**src/hw/rtl/lcsb_pkg.sv**
```systemverilog
package lcsb_pkg;

  localparam int unsigned TickBits = 32;

  localparam int unsigned ButtonGapMs  = 300;
  localparam int unsigned HandPollMs   = 150;
  localparam int unsigned FillPollMs   = 500;
  localparam int unsigned ServoPollMs  = 15;
  localparam int unsigned StartupMs    = 2000;
  localparam int unsigned HandNoneCm   = 999;
  localparam int unsigned HandFloorCm  = 2;
  localparam int unsigned HandCeilCm   = 400;
  localparam int unsigned FillNoEchoCm = 16;
  localparam int unsigned ServoMinUs   = 500;
  localparam int unsigned ServoMaxUs   = 2500;
  localparam int unsigned ServoRstUs   = 1500;
  localparam int unsigned FullPct      = 100;

  localparam int unsigned OpenToggles   = 4;
  localparam int unsigned OpenBeepMs    = 100;
  localparam int unsigned FullToggles   = 6;
  localparam int unsigned FullBeepMs    = 200;

  typedef enum logic [1:0] {
    LID_CLOSED = 2'd0,
    LID_HAND   = 2'd1,
    LID_BUTTON = 2'd2
  } lid_mode_e;

  typedef enum logic [2:0] {
    CFG_HAND_MIN    = 3'd0,
    CFG_HAND_NEAR   = 3'd1,
    CFG_OPEN_HOLD   = 3'd2,
    CFG_SERVO_STEP  = 3'd3,
    CFG_OPEN_PULSE  = 3'd4,
    CFG_CLOSED_PULSE = 3'd5
  } cfg_reg_e;

  // 100 - (d - 3) * 100 / 13, clamped; only 4..15 cm gives a partial level
  function automatic logic [6:0] fill_pct(input logic [9:0] d);
    logic [6:0] pct;
    pct = 7'd0;
    if (d < 10'd3) begin
      pct = 7'd100;
    end else if (d < 10'd16) begin
      case (d[3:0])
        4'd3:    pct = 7'd100;
        4'd4:    pct = 7'd93;
        4'd5:    pct = 7'd85;
        4'd6:    pct = 7'd77;
        4'd7:    pct = 7'd70;
        4'd8:    pct = 7'd62;
        4'd9:    pct = 7'd54;
        4'd10:   pct = 7'd47;
        4'd11:   pct = 7'd39;
        4'd12:   pct = 7'd31;
        4'd13:   pct = 7'd24;
        4'd14:   pct = 7'd16;
        4'd15:   pct = 7'd8;
        default: pct = 7'd0;
      endcase
    end
    return pct;
  endfunction

endpackage

```
**src/hw/rtl/lid_controller_with_slew_and_beeper.sv**
```systemverilog
// an input is registered in the input stage, then in the output register
// throughput: one item per cycle while the output is not stalled; an input stage
//   and an output register decouple the two channels, so one item is taken while
//   a result waits to be taken
// reset: asynchronous, active low; clears tick time, lid, fill and beeper state,
//   sets the servo to its rest pulse and loads the register defaults
module lid_controller_with_slew_and_beeper (
  input  logic        clk_i,
  input  logic        rst_ni,
  input  logic        cfg_valid_i,
  output logic        cfg_ready_o,
  input  logic [2:0]  cfg_index_i,
  input  logic [15:0] cfg_data_i,
  input  logic        in_valid_i,
  output logic        in_stall_o,
  input  logic        hand_echo_ok_i,
  input  logic [9:0]  hand_distance_cm_i,
  input  logic        fill_echo_ok_i,
  input  logic [9:0]  fill_distance_cm_i,
  input  logic        button_press_i,
  output logic        out_valid_o,
  input  logic        out_stall_i,
  output logic [11:0] servo_pulse_us_o,
  output logic        lid_open_led_o,
  output logic        buzzer_on_o,
  output logic [6:0]  fill_percent_o,
  output logic        bin_full_o,
  output logic [1:0]  lid_mode_o
);
  import lcsb_pkg::*;

  typedef logic [TickBits-1:0] tick_t;

  // configuration
  logic [9:0]  hand_min_q, hand_near_q;
  logic [15:0] open_hold_q;
  logic [7:0]  servo_step_q;
  logic [11:0] open_pulse_q, closed_pulse_q;

  // input stage
  logic        s1_valid_q;
  logic        s1_hand_ok_q, s1_fill_ok_q, s1_button_q;
  logic [9:0]  s1_hand_cm_q, s1_fill_cm_q;

  // block state
  tick_t       tick_q, open_since_q, last_hand_q, last_fill_q;
  tick_t       last_servo_q, last_button_q, next_toggle_q;
  lid_mode_e   lid_q;
  logic [9:0]  hand_dist_q;
  logic [6:0]  fill_level_q;
  logic        full_q;
  logic [11:0] servo_q, target_q;
  logic [2:0]  toggles_q;
  logic [7:0]  beep_int_q;
  logic        buzzer_q;

  tick_t       open_since_d, last_hand_d, last_fill_d;
  tick_t       last_servo_d, last_button_d, next_toggle_d;
  lid_mode_e   lid_d;
  logic [9:0]  hand_dist_d;
  logic [6:0]  fill_level_d;
  logic        full_d;
  logic [11:0] servo_d, target_d;
  logic [2:0]  toggles_d;
  logic [7:0]  beep_int_d;
  logic        buzzer_d;

  // output register
  logic        out_valid_q;
  logic [11:0] out_servo_q;
  logic        out_buzzer_q, out_full_q;
  logic [6:0]  out_fill_q;
  lid_mode_e   out_lid_q;

  logic advance;
  logic in_xfer;

  function automatic logic [9:0] s1_fill_echo_sel(input logic ok, input logic [9:0] cm);
    return ok ? cm : 10'(FillNoEchoCm);
  endfunction

  assign cfg_ready_o = 1'b1;
  assign advance     = s1_valid_q && (!out_valid_q || !out_stall_i);
  assign in_stall_o  = s1_valid_q && !advance;
  assign in_xfer     = in_valid_i && !in_stall_o;

  always_comb begin
    tick_t       now;
    logic [9:0]  fill_d;
    logic [6:0]  pct;
    logic [12:0] pos_up;
    logic [11:0] pos_dn;
    now           = tick_q;
    open_since_d  = open_since_q;
    last_hand_d   = last_hand_q;
    last_fill_d   = last_fill_q;
    last_servo_d  = last_servo_q;
    last_button_d = last_button_q;
    next_toggle_d = next_toggle_q;
    lid_d         = lid_q;
    hand_dist_d   = hand_dist_q;
    fill_level_d  = fill_level_q;
    full_d        = full_q;
    servo_d       = servo_q;
    target_d      = target_q;
    toggles_d     = toggles_q;
    beep_int_d    = beep_int_q;
    buzzer_d      = buzzer_q;
    fill_d        = s1_fill_echo_sel(s1_fill_ok_q, s1_fill_cm_q);
    pct           = fill_pct(fill_d);

    // debounced button
    if (s1_button_q && (tick_t'(now - last_button_q) >= tick_t'(ButtonGapMs))) begin
      last_button_d = now;
      if (lid_q == LID_CLOSED) begin
        lid_d         = LID_BUTTON;
        target_d      = open_pulse_q;
        open_since_d  = now;
        toggles_d     = 3'(OpenToggles);
        beep_int_d    = 8'(OpenBeepMs);
        next_toggle_d = now;
      end
    end

    // hand poll, only while closed
    if ((tick_t'(now - last_hand_q) > tick_t'(HandPollMs)) && (lid_d == LID_CLOSED)) begin
      if (!s1_hand_ok_q || (s1_hand_cm_q <= 10'(HandFloorCm))
          || (s1_hand_cm_q > 10'(HandCeilCm))) begin
        hand_dist_d = 10'(HandNoneCm);
      end else begin
        hand_dist_d = s1_hand_cm_q;
      end
      last_hand_d = now;
    end

    // fill poll
    if (tick_t'(now - last_fill_q) > tick_t'(FillPollMs)) begin
      fill_level_d = pct;
      if (pct == 7'(FullPct)) begin
        if (!full_q) begin
          toggles_d     = 3'(FullToggles);
          beep_int_d    = 8'(FullBeepMs);
          next_toggle_d = now;
          full_d        = 1'b1;
        end
      end else begin
        full_d = 1'b0;
      end
      last_fill_d = now;
    end

    // lid
    if (lid_d == LID_CLOSED) begin
      if ((hand_dist_d >= hand_min_q) && (hand_dist_d < hand_near_q)
          && (now > tick_t'(StartupMs))) begin
        lid_d         = LID_HAND;
        target_d      = open_pulse_q;
        open_since_d  = now;
        toggles_d     = 3'(OpenToggles);
        beep_int_d    = 8'(OpenBeepMs);
        next_toggle_d = now;
      end
    end else if (tick_t'(now - open_since_d) > tick_t'(open_hold_q)) begin
      target_d    = closed_pulse_q;
      hand_dist_d = 10'(HandNoneCm);
      lid_d       = LID_CLOSED;
    end

    // servo slew, position stays within 500..2500 so the step down cannot wrap
    pos_up = {1'b0, servo_q} + {5'b0, servo_step_q};
    pos_dn = servo_q - {4'b0, servo_step_q};
    if (tick_t'(now - last_servo_q) > tick_t'(ServoPollMs)) begin
      if (servo_q < target_d) begin
        servo_d = (pos_up > 13'(ServoMaxUs)) ? 12'(ServoMaxUs) : pos_up[11:0];
      end else if (servo_q > target_d) begin
        servo_d = (pos_dn < 12'(ServoMinUs)) ? 12'(ServoMinUs) : pos_dn;
      end
      last_servo_d = now;
    end

    // beeper
    if (toggles_d != 3'd0) begin
      if (now >= next_toggle_d) begin
        buzzer_d      = !buzzer_q;
        toggles_d     = toggles_d - 3'd1;
        next_toggle_d = now + tick_t'(beep_int_d);
      end
    end else begin
      buzzer_d = 1'b0;
    end
  end

  always_ff @(posedge clk_i or negedge rst_ni) begin
    if (!rst_ni) begin
      hand_min_q     <= 10'd3;
      hand_near_q    <= 10'd20;
      open_hold_q    <= 16'd10000;
      servo_step_q   <= 8'd20;
      open_pulse_q   <= 12'd500;
      closed_pulse_q <= 12'd1500;
    end else if (cfg_valid_i && cfg_ready_o) begin
      case (cfg_index_i)
        CFG_HAND_MIN:     hand_min_q     <= cfg_data_i[9:0];
        CFG_HAND_NEAR:    hand_near_q    <= cfg_data_i[9:0];
        CFG_OPEN_HOLD:    open_hold_q    <= cfg_data_i;
        CFG_SERVO_STEP:   servo_step_q   <= cfg_data_i[7:0];
        CFG_OPEN_PULSE:   open_pulse_q   <= cfg_data_i[11:0];
        CFG_CLOSED_PULSE: closed_pulse_q <= cfg_data_i[11:0];
        default: ;
      endcase
    end
  end

  always_ff @(posedge clk_i or negedge rst_ni) begin
    if (!rst_ni) begin
      s1_valid_q <= 1'b0;
    end else if (in_xfer) begin
      s1_valid_q <= 1'b1;
    end else if (advance) begin
      s1_valid_q <= 1'b0;
    end
  end

  always_ff @(posedge clk_i) begin
    if (in_xfer) begin
      s1_hand_ok_q <= hand_echo_ok_i;
      s1_hand_cm_q <= hand_distance_cm_i;
      s1_fill_ok_q <= fill_echo_ok_i;
      s1_fill_cm_q <= fill_distance_cm_i;
      s1_button_q  <= button_press_i;
    end
  end

  always_ff @(posedge clk_i or negedge rst_ni) begin
    if (!rst_ni) begin
      tick_q        <= '0;
      open_since_q  <= '0;
      last_hand_q   <= '0;
      last_fill_q   <= '0;
      last_servo_q  <= '0;
      last_button_q <= '0;
      next_toggle_q <= '0;
      lid_q         <= LID_CLOSED;
      hand_dist_q   <= '0;
      fill_level_q  <= '0;
      full_q        <= 1'b0;
      servo_q       <= 12'(ServoRstUs);
      target_q      <= 12'(ServoRstUs);
      toggles_q     <= '0;
      beep_int_q    <= '0;
      buzzer_q      <= 1'b0;
    end else if (advance) begin
      tick_q        <= tick_q + tick_t'(1);
      open_since_q  <= open_since_d;
      last_hand_q   <= last_hand_d;
      last_fill_q   <= last_fill_d;
      last_servo_q  <= last_servo_d;
      last_button_q <= last_button_d;
      next_toggle_q <= next_toggle_d;
      lid_q         <= lid_d;
      hand_dist_q   <= hand_dist_d;
      fill_level_q  <= fill_level_d;
      full_q        <= full_d;
      servo_q       <= servo_d;
      target_q      <= target_d;
      toggles_q     <= toggles_d;
      beep_int_q    <= beep_int_d;
      buzzer_q      <= buzzer_d;
    end
  end

  always_ff @(posedge clk_i or negedge rst_ni) begin
    if (!rst_ni) begin
      out_valid_q <= 1'b0;
    end else if (advance) begin
      out_valid_q <= 1'b1;
    end else if (!out_stall_i) begin
      out_valid_q <= 1'b0;
    end
  end

  always_ff @(posedge clk_i) begin
    if (advance) begin
      out_servo_q  <= servo_d;
      out_buzzer_q <= buzzer_d;
      out_fill_q   <= fill_level_d;
      out_full_q   <= full_d;
      out_lid_q    <= lid_d;
    end
  end

  assign out_valid_o      = out_valid_q;
  assign servo_pulse_us_o = out_servo_q;
  assign lid_open_led_o   = (out_lid_q != LID_CLOSED);
  assign buzzer_on_o      = out_buzzer_q;
  assign fill_percent_o   = out_fill_q;
  assign bin_full_o       = out_full_q;
  assign lid_mode_o       = out_lid_q;

endmodule

```
**config.mk**
```make
export PLATFORM = sky130hd
export DESIGN_NAME = lid_controller_with_slew_and_beeper
export DESIGN_NICKNAME = d
export VERILOG_FILES = /design/src/hw/rtl/lcsb_pkg.sv /design/src/hw/rtl/lid_controller_with_slew_and_beeper.sv
export SDC_FILE = /design/constraint.sdc
export NUM_CORES = 1
export LEC_CHECK = 0
export ABC_CLOCK_PERIOD_IN_PS = 15700
export BUFFER_PORTS_ARGS = -buffer_cell sky130_fd_sc_hd__buf_2
export CAP_MARGIN = 20
export CORE_MARGIN = 1.5
export CORE_UTILIZATION = 60
export DETAILED_ROUTE_END_ITERATION = 16
export GPL_ROUTABILITY_DRIVEN = 0
export PLACE_DENSITY_LB_ADDON = 0.3
export SKIP_LAST_GASP = 1
export SLEW_MARGIN = 40
export SYNTH_ARGS = -nofsm -noshare
export SYNTH_HDL_FRONTEND = slang
export SYNTH_SLANG_ARGS = --single-unit
```
**constraint.sdc**
```tcl
create_clock -name clk_i -period 15.7 [get_ports clk_i]
set_input_delay 3.14 -clock clk_i [delete_from_list [all_inputs] [get_ports clk_i]]
set_output_delay 3.14 -clock clk_i [all_outputs]
set_load 0.05 [all_outputs]
```
# Word level (Yosys, flattened, before mapping)
# Memory sizes are Yosys's and may differ from the RTL's.
# Index checks and enable logic that the tools add are counted.
[op_classes]
addsub = 10
order_cmp = 17
eq_ne = 7
n_mux = 60
n_reduce_logical = 32
[op_table]
columns = ["cell", "n"]
rows = [
  ["$mux W32", 13],
  ["$sub A32 B32 Y32", 5],
  ["$mux W12", 10],
  ["$mux W8", 7],
  ["$mux W10", 5],
  ["$add A32 B1 Y32 const B", 1],
  ["$add A32 B8 Y32", 1],
  ["$ge A32 B32 Y1", 1],
  ["$ge A32 B9 Y1 const B", 1],
  ["$gt A32 B11 Y1 const B", 1],
  ["$gt A32 B16 Y1", 1],
  ["$gt A32 B4 Y1 const B", 1],
  ["$gt A32 B8 Y1 const B", 1],
  ["$gt A32 B9 Y1 const B", 1],
  ["$mux W3", 9],
  ["$mux W7", 3],
  ["$reduce_and A2 Y1", 10],
  ["$add A12 B8 Y13", 1],
  ["$gt A13 B12 Y1 const B", 1],
  ["$gt A12 B12 Y1", 1],
  ["$lt A12 B12 Y1", 1],
  ["$lt A12 B9 Y1 const B", 1],
  ["$sub A12 B8 Y12", 1],
  ["$ge A10 B10 Y1", 1],
  ["other kinds (20)", 48],
]
[word_totals]
ff_bits = 396
rom_bits = 112
in_bits = 47
output_inout_bits = 27
wordCells = 161
memories = 1
[mem_list]
columns = ["memory", "depth", "word_bits", "rd", "rd_ports_with_merged_regs", "wr", "line", "rtl"]
rows = [
  ["(no name shown)", 16, 7, 1, 0, 0, "lcsb_pkg.sv:46", "case (d[3:0])"],
]

# Depth between registers and ports, before layout
[depth]
ltp_word = 16
depth_mapped = 71
depth_no_buf = 64

# Least setup slack after synthesis
# Ideal clock, no wire load.
[synth_path]
kind = "register -> register"
from = "register tick_q[0]"
to = "register out_servo_q[4], in the netlist servo_pulse_us_o[4], data pin"
arrival_ps = 12534
required_ps = 15440
slack_ps = 2906
path_stages_with_launch = 69
synth_period_minus_slack_ps = 12794
cell_sequence = "dfrtp_1 clkinv_1 ha_1 inv_1 fa_1 a211oi_1 o211ai_1 nand4_1 nand3_1 a211oi_1 o21ai_0 or4_1 or2_1 buf_6 o21ai_4 buf_1 clkbuf_1 buf_1 (+33 left out) buf_2 nand4_1 a31oi_1 ha_1 a21oi_1 nor2b_1 o21ai_0 nand2b_1 a21oi_1 nor2b_1 o21ai_0 nand2b_1 a221o_1 clkbuf_1 clkbuf_1 o221ai_1 o31ai_1 mux2_2"
[synth_between]
elab_chain_len = 16
word_cells_on_any_way = 29
cone_classes = "4 x add/sub; 9 x order compare; 11 x mux; 5 x reduce/logical"
[synth_lines]
columns = ["element", "line", "rtl"]
rows = [
  ["from (decl)", "lid_controller_with_slew_and_beeper.sv:46", "tick_t tick_q, open_since_q, last_hand_q, last_fill_q;"],
  ["from (signal assigned)", "lid_controller_with_slew_and_beeper.sv:253", "tick_q <= tick_q + tick_t'(1);"],
  ["parallel branches: the longest is 15 deep, another holds $sub A32 B32 Y32", "n/a", ""],
  ["$mux W12 *", "lid_controller_with_slew_and_beeper.sv:172", "if (tick_t'(now - last_servo_q) > tick_t'(ServoPollMs)) begin"],
  ["via servo_d[4]", "lid_controller_with_slew_and_beeper.sv:63", "logic [11:0] servo_d, target_d;"],
  ["to (signal assigned)", "lid_controller_with_slew_and_beeper.sv:284", "out_servo_q <= servo_d;"],
  ["to (decl)", "lid_controller_with_slew_and_beeper.sv:70", "logic [11:0] out_servo_q;"],
]
# Mark *: on every way through the listed nets, which the timed path passes.
# A chain may end at the register's enable or synchronous reset.

# Worst setup path in the final report
[layout_path]
from = "register tick_q[0]"
to = "register out_servo_q[8], in the netlist servo_pulse_us_o[8], data pin"
# Same word-level chain as after synthesis.

==> results.md <==
* Status: finished, final reports clean
* Clock power frac at 0.207
* First-pass GRT wire length at 138000 um
* Startpoint Class: flip-flop
* Cts-stage hold buffer count at 0
* # IOs at 74
* Final Power at 5.46 mW
* Sw frac at 0.417
* RSZ-0062 raised after global routing: false
* Die Wd at 230 um
* Post-synth top area share at 0.252
* Setup Buffers After CTS at 0
* Initial Util at 0.605
* Yosys reg bits at 396
* Leading area contributor after synthesis: dfrtp_1
* # DRC at 0
* Worst path slowest cell: buf_4
* 1st-iter DRT viols at 2614
* CP max FO at 51
* Core area at 0.0512 mm^2
* H-tree depth at 2
* NumNets Final at 3848
* Synthesis-to-layout area growth at 8.83%
* Worst setup path class: reg2reg
* Initial antenna violation count at 4
* PostCTS Resize Cnt at 0
* Crit path capture type: flip-flop
* Port buffer count at 72
* Top cell by count, worst path: o21ai_0
* Slew Limit Fails at 0
* Cell internal pwr at 3.18 mW
* Setup Total Neg Slack at 0 ns
* Ys Warns at 0
* Library cells used by synthesis at 110
* WL final at 87800 um
* Post-placement cell area at 0.0321 mm^2
* DR WL/cell at 20.6 um
* Crit path required time at 16.05 ns
* Sequential fraction of design power at 0.259
* Gr usage total at 0.326
* Fraction of layout cells with a size suffix above 1 at 0.140
* Largest cells by area after synthesis: dfrtp_1, ha_1, mux2_2
* CTS Buf Count at 47
* Die height at 230 um
* CTS sink count at 396
* Post-synth EDFFs at 46
* Vias at 27300
* Reg area at 0.0102 mm^2
* Cells after Synth at 3517
* Worst Path Arrival at 14.14 ns
* Tmin final at 13.79 ns
* Leak at 16.0 nW
* Peak supply drop at 0.000127 V
* Vias/cell at 6.43
* Combinational fraction of design power at 0.534
* Final Skew at 0.0214 ns
* Pwr/cell area at 162 mW/mm^2
* Area of the die at 0.0530 mm^2
* Remaining antenna violation count at 0
* Seq/Total Area, Yosys at 0.329
* Hold Vio Cnt, Final at 0
* CP max stage delay at 0.68 ns
* CTS tree: yes
* Most numerous cell in the Yosys netlist: nand2_1
* DRT Pass-1 Iters at 8
* Post-synth top cells: nand2_1, dfrtp_1, inv_1
* Asr flop ratio synth at 0.884
* Worst min path class: reg2reg
* Vias in the first global route at 26000
* Number of max-cap violations at 0
* Clock tree buffer depth at 3
* Fmax at 0.0725 GHz
* Largest net degree at the start of global routing at 93
* Crit share post-route at 0.878
* Filler cell count in the final layout at 4204
* Worst-margin pin slew at 0.863 ns
* Row cnt at 83
* Diodes inserted at 0
* Clk slew on worst S/H paths at 0.06 ns
* Dominant synthesized flop cell: dfrtp_1
* Area of the multi-input gates at 0.0191 mm^2
* P_sw at 2.28 mW
* DP Wirelength at 61900 um
* Slew margin rel. at 0.410
* GRT Residual Overflow at 0
* Syn Nets at 3831
* Final Setup Violations at 0
* CTS Root Buffer Type: clkbuf_16
* Final instance area at 0.0337 mm^2
* Clk_lat worst skew at 0.60 ns
* Mapped cell area at 0.0310 mm^2
* Synthesized area per cell at 8.80 um^2
[routing by layer]
metal / track usage / part of all wire
met5: 0 / 0.00031
met4: 0.150 / 0.049
met3: 0.0543 / 0.079
met2: 0.527 / 0.45
met1: 0.429 / 0.42
[logic make-up after synthesis]
group	synth area share
buf+inv	0.0564
flops	0.329
simple gates	0.159
fa+ha+maj	0.110
xor+xnor	0.0328
compound gates	0.212
other cells	0.000121
mux	0.100
[power by group through the flow]
stage	sequential (mW)	clock [mW]	combinational (mW)
floorplan	1.45	0	2.15
global placement	1.41	0	2.76
detailed placement	1.42	0	2.82
CTS	1.41	1.15	2.86
global route	1.43	1.19	3.20
finish	1.41	1.13	2.91
[final cells by class]
class	count	area share
clock buffers	60	0.0381
clock inverters	25	0.00873
inverters	276	0.0307
multi-input cells	2676	0.567
flip-flops and latches	396	0.302
well taps	680	0.0253
repair buffers	137	0.0274
[critical path, delay by kind of cell, from the launching register on]
family	cells	cell delay (ns)
AO/OA/AOI/OAI	29	5.69
XOR/XNOR	1	0.16
adder cells (fa/ha/maj)	5	1.37
buffers and inverters	4	1.16
flip-flops	1	0.51
multiplexers	2	0.55
AND/OR/NAND/NOR	20	4.06
[registers in the layout, summed over array words and instances, names as in the netlist, 7 cells and up]
register	count
tick_q	32
open_hold_q	16
hand_dist_q	10
open_pulse_q	12
s1_hand_cm_q	10
last_fill_q	32
last_servo_q	32
servo_step_q	8
open_since_q	32
closed_pulse_q	12
s1_fill_cm_q	10
last_hand_q	32
servo_pulse_us_o	12
target_q	12
hand_near_q	10
next_toggle_q	32
fill_level_q	7
servo_q	12
beep_int_q	8
fill_percent_o	7
last_button_q	32
hand_min_q	10
[per-stage QoR]
step,util,setup WS [ns],hold WS [ns],cells
after global placement,0.625,2.43,0.443,4162
after global routing,0.658,0.843,0.470,4250
final,0.658,1.91,0.455,4250
after CTS,0.658,2.06,0.459,4250
after floorplan,-,2.91,0.430,3517
after detailed placement,0.627,2.08,0.447,4165
[cell usage in the layout, fill, tap and decap left out, drive strengths merged, types with 37 or more instances in the layout]
master / instances
a31oi: 43
dfrtp: 312
o21bai: 39
mux2: 180
dfstp: 38
nor4: 39
nand2: 316
mux2i: 107
nand2b: 40
buf: 137
edfxtp: 46
clkbuf: 60
o21ai: 264
nor2: 247
nand4: 65
ha: 259
nor2b: 37
a21o: 113
inv: 277
nand3: 78
xnor2: 83
nor3: 56
a21oi: 214
[path summary, 6_finish.rpt]
path | startpoint | end | slack (ns) | cells past startpoint
setup / recovery | tick_q[0] | servo_pulse_us_o[8] | 1.91 | 61
hold / removal | beep_int_q[6] | beep_int_q[6] | 0.45 | 1
setup reg to reg | tick_q[0] | servo_pulse_us_o[8] | 1.91 | 61
hold reg to reg | beep_int_q[6] | beep_int_q[6] | 0.45 | 1
max in group asynchronous | rst_ni | last_button_q[17] | 11.57 | 3
min in group asynchronous | rst_ni | servo_q[5] | 2.50 | 1
Note: power is estimated with default switching activity, not from simulation.
